**src/hw/rtl/art_pkg.sv**
```systemverilog
`default_nettype none
// ----------------------------------------------------------------------------
// art_pkg
// Shared types and constants for the address region table.
// ----------------------------------------------------------------------------
package art_pkg;

	localparam int unsigned MaxRegionsDefault = 64;
	localparam logic [31:0] DefaultSpaceEndReset = 32'hC000_0000;
	localparam int unsigned PageBits = 12;

	typedef enum logic [2:0] {
		OP_MAP       = 3'd0,
		OP_UNMAP     = 3'd1,
		OP_FIND_PHYS = 3'd2,
		OP_SPACE_END = 3'd3,
		OP_COUNT     = 3'd4,
		OP_READ      = 3'd5
	} opcode_t;

	typedef enum logic [2:0] {
		ST_OK       = 3'd0,
		ST_OVERLAP  = 3'd1,
		ST_FULL     = 3'd2,
		ST_SIZE     = 3'd3,
		ST_PHYS     = 3'd4,
		ST_NOTFOUND = 3'd5
	} status_t;

	typedef struct packed {
		logic [2:0]  opcode;
		logic [31:0] phys_start;
		logic [31:0] virt_start;
		logic [31:0] region_bytes;
		logic [7:0]  usage_flags;
		logic        writable;
		logic [5:0]  entry_index;
	} cmd_word_t;

	typedef struct packed {
		logic [2:0]  status;
		logic [31:0] out_phys;
		logic [31:0] out_virt;
		logic [31:0] out_bytes;
		logic [7:0]  out_usage;
		logic        out_writable;
		logic [6:0]  out_count;
	} rsp_word_t;

	typedef struct packed {
		logic [31:0] virt;
		logic [31:0] phys;
		logic [31:0] bytes;
		logic [7:0]  usage;
		logic        writable;
	} entry_t;

	// controller -> datapath
	typedef struct packed {
		logic load;       // capture command, reset scan state
		logic rd;         // read entry at scan index
		logic eval;       // examine read data
		logic step;       // advance scan index
		logic append;     // write command at count
		logic shift;      // write read data at read index - 1
		logic cnt_dec;
		logic respond;
	} dp_ctrl_t;

	// datapath -> controller
	typedef struct packed {
		logic scan_done;  // scan index reached count, or read index out of range
		logic hit;        // key matched, or read entry selected
		logic key_match;  // entry just read carries the key
		logic overlap;
		logic full;
		logic size_bad;
		logic phys_bad;
	} dp_stat_t;

endpackage
`default_nettype wire

```
**src/hw/rtl/art_ctrl.sv**
```systemverilog
`default_nettype none
// ----------------------------------------------------------------------------
// art_ctrl
// Sequencer: scan reads and evaluates one entry at a time, then append, shift or answer.
// ----------------------------------------------------------------------------
module art_ctrl (
	input  wire               clk,
	input  wire               arst_n,
	input  wire               start,
	input  wire [2:0]         opcode,
	input  art_pkg::dp_stat_t stat,
	output art_pkg::dp_ctrl_t ctl,
	output logic              busy
);
	import art_pkg::*;

	typedef enum logic [6:0] {
		S_IDLE  = 7'b0000001,
		S_READ  = 7'b0000010,
		S_EVAL  = 7'b0000100,
		S_SHRD  = 7'b0001000,
		S_SHWR  = 7'b0010000,
		S_FIN   = 7'b0100000,
		S_CHECK = 7'b1000000
	} state_t;

	state_t   state_q, state_d;
	opcode_t  op_q;

	always_ff @(posedge clk or negedge arst_n) begin
		if (!arst_n) begin
			state_q <= S_IDLE;
			op_q    <= OP_COUNT;
		end else begin
			state_q <= state_d;
			if (start && !busy) begin
				op_q <= opcode_t'(opcode);
			end
		end
	end

	assign busy = state_q != S_IDLE;

	always_comb begin
		state_d = state_q;
		ctl     = '0;
		case (state_q)
			S_IDLE: begin
				if (start) begin
					ctl.load = 1'b1;
					state_d  = S_CHECK;
				end
			end
			S_CHECK: begin
				// map checks that need no scan go first
				if (op_q == OP_MAP && (stat.full || stat.size_bad || stat.phys_bad)) begin
					state_d = S_FIN;
				end else if (stat.scan_done || op_q == OP_COUNT ||
				             !(op_q == OP_MAP || op_q == OP_UNMAP || op_q == OP_FIND_PHYS ||
				               op_q == OP_SPACE_END || op_q == OP_READ)) begin
					state_d = S_FIN;
				end else begin
					ctl.rd   = 1'b1;
					ctl.step = 1'b1;
					state_d  = S_EVAL;
				end
			end
			S_READ: begin
				ctl.rd   = 1'b1;
				ctl.step = 1'b1;
				state_d  = S_EVAL;
			end
			S_EVAL: begin
				ctl.eval = 1'b1;
				state_d  = S_READ;
				if (op_q == OP_READ) begin
					state_d = S_FIN;
				end else if ((op_q == OP_UNMAP || op_q == OP_FIND_PHYS) &&
				             (stat.hit || stat.key_match)) begin
					state_d = S_FIN;
				end
				if (stat.scan_done) begin
					state_d = S_FIN;
				end
			end
			S_SHRD: begin
				if (stat.scan_done) begin
					state_d = S_FIN;
				end else begin
					ctl.rd   = 1'b1;
					ctl.step = 1'b1;
					state_d  = S_SHWR;
				end
			end
			S_SHWR: begin
				ctl.shift = 1'b1;
				state_d   = S_SHRD;
			end
			S_FIN: begin
				if (op_q == OP_UNMAP && stat.hit && !stat.scan_done) begin
					state_d = S_SHRD;
				end else begin
					ctl.respond = 1'b1;
					ctl.append  = op_q == OP_MAP && !stat.full && !stat.size_bad &&
					              !stat.phys_bad && !stat.overlap;
					ctl.cnt_dec = op_q == OP_UNMAP && stat.hit;
					state_d     = S_IDLE;
				end
			end
			default: state_d = S_IDLE;
		endcase
	end

	property p_busy_after_start;
		@(posedge clk) disable iff (!arst_n) (start && !busy) |=> busy;
	endproperty
	a_busy_after_start: assert property (p_busy_after_start) else $error("start not taken");

	property p_single_respond;
		@(posedge clk) disable iff (!arst_n) ctl.respond |=> !ctl.respond;
	endproperty
	a_single_respond: assert property (p_single_respond) else $error("double answer");

	property p_no_append_and_shift;
		@(posedge clk) disable iff (!arst_n) !(ctl.append && ctl.shift);
	endproperty
	a_no_append_and_shift: assert property (p_no_append_and_shift)
		else $error("write port clash");

endmodule
`default_nettype wire

```
**config.mk**
```make
export PLATFORM = sky130hd
export DESIGN_NAME = art_ctrl
export DESIGN_NICKNAME = d
export VERILOG_FILES = /design/src/hw/rtl/art_pkg.sv /design/src/hw/rtl/art_ctrl.sv
export SDC_FILE = /design/constraint.sdc
export NUM_CORES = 1
export LEC_CHECK = 0
export BUFFER_PORTS_ARGS = -buffer_cell sky130_fd_sc_hd__buf_2
export CORE_AREA = 8 8 46 48
export DETAILED_ROUTE_END_ITERATION = 16
export DIE_AREA = 0 0 54 56
export PLACE_DENSITY = 0.71
export SYNTH_ARGS = -nofsm -noshare
export SYNTH_HDL_FRONTEND = slang
export SYNTH_SLANG_ARGS = --single-unit
```
**constraint.sdc**
```tcl
create_clock -name clk -period 2.75 [get_ports clk]
set_input_delay 0.4125 -clock clk [delete_from_list [all_inputs] [get_ports clk]]
set_output_delay 0.4125 -clock clk [all_outputs]
set_load 0.02 [all_outputs]
```
Word-level counts from Yosys, hierarchy flattened
Cells that the tools add are included.
Widths: inputs -> output; s select.
- bits in registers: 10
- output and inout port bits: 9
- word-level logic and storage cells: 64
- equality and inequality tests: 14
- mux-type cells: 21
- reduce and logical (&&, ||, !) cells: 27
- operator list (kind ; count):
    $pmux 7 s7 ; 1
    $mux 6 ; 4
    $mux 7 ; 3
    $logic_or 1x1->1 ; 10
    $logic_and 1x1->1 ; 9
    $mux 1 ; 9
    $eq 7x1->1 const B ; 1
    $eq 7x2->1 const B ; 1
    $eq 7x3->1 const B ; 1
    $eq 7x4->1 const B ; 1
    $eq 7x5->1 const B ; 1
    $eq 7x6->1 const B ; 1
    $eq 7x7->1 const B ; 1
    $logic_not 1->1 ; 7
    $ne 7x1->1 const B ; 1
    $eq 3x2->1 const B ; 2
    $eq 3x3->1 const B ; 2
    $mux 2 ; 2
    $mux 4 ; 1
    $eq 3x1->1 const B ; 1
    $logic_not 3->1 ; 1
    $pmux 1 s3 ; 1
    $ne 2x2->1 const B ; 1

Logic depth before layout (Yosys ltp)
- depth after elaboration: 10
- depth in mapped cells: 5
- depth with buffers taken out: 4

Worst setup path after synthesis
Ideal clock, no wire load.
- path type: reg2out
- from: register state_q[1]
- to: output port ctl[6] (netlist name)
- arrival time: 2.066 ns
- setup slack: 0.271 ns
- stages on the path, launching flop included: 6
- path buffers: 1
- cells stage by stage: dfrtp_1 or3_4 or3_4 or4_4 nand3b_1 buf_4
- RTL lines (item ; RTL line ; source):
    from (decl) ; art_ctrl.sv:27 ; state_t state_q, state_d;
    from (signal assigned) ; art_ctrl.sv:35 ; state_q <= state_d;
    to (decl) ; art_ctrl.sv:12 ; output art_pkg::dp_ctrl_t ctl,

==> flow_summary.yaml <==
yosys:
  synth.avg_cell_area_um2: 9.421
  syn_inst: 68
  synth.top_cell.area_share_pct: 31.25
  synth_top_area_cell: "dfrtp_1"
  synth.area.top_cells: "dfrtp_1 (31%), dfstp_2 (8.2%), mux2_2 (5.3%), nor2_1 (4.1%), nor3b_1 (3.5%)"
  netlist-cell-type-count: 31
  yosysSeqAreaShare_pct: 39.45
  synth-compound-area-share_pct: 9.375
  synth_top_family_by_area: "simple AND/OR/NAND/NOR gates"
  synthMuxAreaShare_pct: 5.273
  ys_ff_latch: 10
  synth-xor-area-share_pct: 4.102
  synth_fa_ha_area_share_pct: 0
  syn_nets: 81
  ys_warn_count: 0
  yosys.area_share.simple_pct: 38.87
  syn_area_um2: 640.6
die:
  die_y_um: 56
  ios: 22
  coreArea_um2: 1436
  rows: 14
  dieWidth_um: 54
  initial_utilization_pct: 44.60
  die_area_um2: 3024
sta:
  clock_skew_ns: 0.005911
  drv_slew: 0
  slew_headroom_pct: 73.32
  fin_ws_ns: 0.06709
  hold_viol: 0
  tightest_slew_ns: 0.3969
  fin_crit_ns: 2.683
  finalCritPeriodShare_pct: 97.56
  final.setup.tns_ns: 0
  rsz0062_at_grt: "no"
  max_freq_mhz: 372.7
  setup_viol: 0
placement:
  pre_cts_slack_ns: 0.3448
  dp_cells: 104
  place_congestion: 0.8340
  port_buffers: 21
  placed_area_um2: 758.2
  dp_hpwl_um: 1241
worst_setup_path:
  worstPathRequired_ns: 2.34
  critPathKind: "reg -> out"
  crit_arrival_ns: 2.27
  r2r_cells: 4
  reg2reg_slack_ns: 0.89
  cp_max_fo: 6
  startpoint_type: "register"
  cp-end-kind: "primary output"
global_route:
  antenna_found_initial: 0
  grt_usage_pct: 10.34
  grt_pass1_wl_um: 2421
  grt_overflow: 0
  grt_max_degree: 11
  grt_pass1_vias: 595
clocking:
  clk_pin_slew_ns: 0.07
  cts_buffer_depth: 2
  cts-buffers-inserted: 3
  postCtsSetupRepairBufs: 0
  cts_sinks: 10
  ctsHtreeMaxLevel: 1
  clk_latency_ns: 0.26
  cts_resized: 0
  cts_root_buf: "clkbuf_4"
  cts_tree: "built"
routing:
  drc: 0
  drt_first_iter_violations: 7
  viasPerCell: 5.550
  wire_per_inst_um: 13.56
  wl_um: 1478
  ant_nets: 0
  num_vias: 605
  first_pass_iters: 4
power:
  swShare_pct: 38.02
  p_per_area_nw_per_um2: 848.0
  p_leak_nw: 0.3901
  p_seq_share_pct: 37.8
  pwr-share-comb_pct: 43.0
  p_sw_mw: 0.2594
  finalPower_mw: 0.6823
  ir_drop_mv: 0.4285
  clockPowerShare_pct: 19.2
  p_int_mw: 0.4228
final_layout:
  antenna_cells: 0
  final_common_cell: "buf_2"
  final_cells: 109
  final_cell_mix: "buf_2 (21), dfrtp_1 (8), nor2_1 (7)"
  drive_gt1_share_pct: 37.63
  fin_area_um2: 804.5
  area.growth.synth_to_final_pct: 25.59
  fin_nets: 107
hold_path:
  holdPathStages: 2
  hold_path.class: "in -> reg"
flow_run:
  drv_cap: 0
status:
  status: "completed"
-- power groups by stage --
stage               logic (mW)  clock network (mW)  registers [mW]
finish                   0.293               0.131           0.258
CTS                      0.299               0.135           0.258
global placement         0.289                   0           0.259
global route             0.329               0.142           0.266
detailed placement       0.297                   0           0.261
floorplan                0.231                   0           0.246
-- state kept, by name (all words and copies together), names as in the netlist --
name	count
state_q	7
op_q	3
-- worst max-delay path: stages, from the launching register on --
cell	delay [ns]
dfrtp_1	0.43
or3_4	0.42
or3_4	0.36
or4_4	0.52
nand3b_1	0.11
buf_2	0.17
-- what timing repair did --
item / in CTS / in global routing
endpoints found under the setup margin: 0 / 0
hold endpoints to repair: 6 / 0
hold buffers: 1 / 0
-- layout make-up --
class                   count  area [um2]
inverters                   3       11.26
well taps                  16       20.02
flip-flops and latches     10       252.7
repair buffers             22       115.1
fillers                   143       631.9
clock buffers               4       36.28
multi-input cells          54       369.1
-- cells by family after synthesis --
logic type             Yosys count
multiplexers                     3
buffers and inverters            4
AO/OA/AOI/OAI                    9
XOR/XNOR                         3
flip-flops                      10
AND/OR/NAND/NOR                 39
-- Yosys cell counts --
library cell,number
nor4_2,1
nor3_1,4
dfstp_2,2
nand3b_1,2
nor4_1,2
o221ai_1,1
and3_1,3
nor3b_1,3
or4_1,1
nor2_1,7
or4b_2,1
nand2_1,3
or3_1,1
mux2_2,3
dfrtp_1,8
buf_4,1
inv_1,3
or3_4,2
nand3_1,2
o22ai_1,1
o21ai_0,1
xor2_1,1
or4_4,1
nor2b_1,2
xnor2_1,2
or4bb_1,1
o21bai_1,1
nand2b_1,3
o211ai_1,2
a21oi_1,2
a211oi_1,1
-- metrics by stage --
step	hold slack (ns)	util (%)
after floorplan	0.1169	-
final	0.3367	56.01
after detailed placement	0.2866	52.79
after global routing	0.3289	56.01
after CTS	0.3322	56.01
after global placement	0.2905	52.79
-- path summary, 6_finish.rpt --
path / to / from
worst max-delay path: ctl[4] / state_q[1]
worst min-delay path: state_q[0] / start
worst max register to register: op_q[0] / state_q[4]
worst min register to register: op_q[0] / op_q[0]
max in group asynchronous: op_q[2] / arst_n
min in group asynchronous: state_q[5] / arst_n
-- metal layers --
| layer | global-route usage (%) | share of wire, % | up-vias |
|---|---|---|---|
| met5 | 0 | 0 | - |
| met3 | 3.209 | 6.3 | 2 |
| met4 | 6.338 | 1.1 | 0 |
| met2 | 14.93 | 48 | 17 |
| met1 | 12.67 | 45 | 283 |
| li1 | - | - | 303 |
Power figures use the tool's default switching activity.
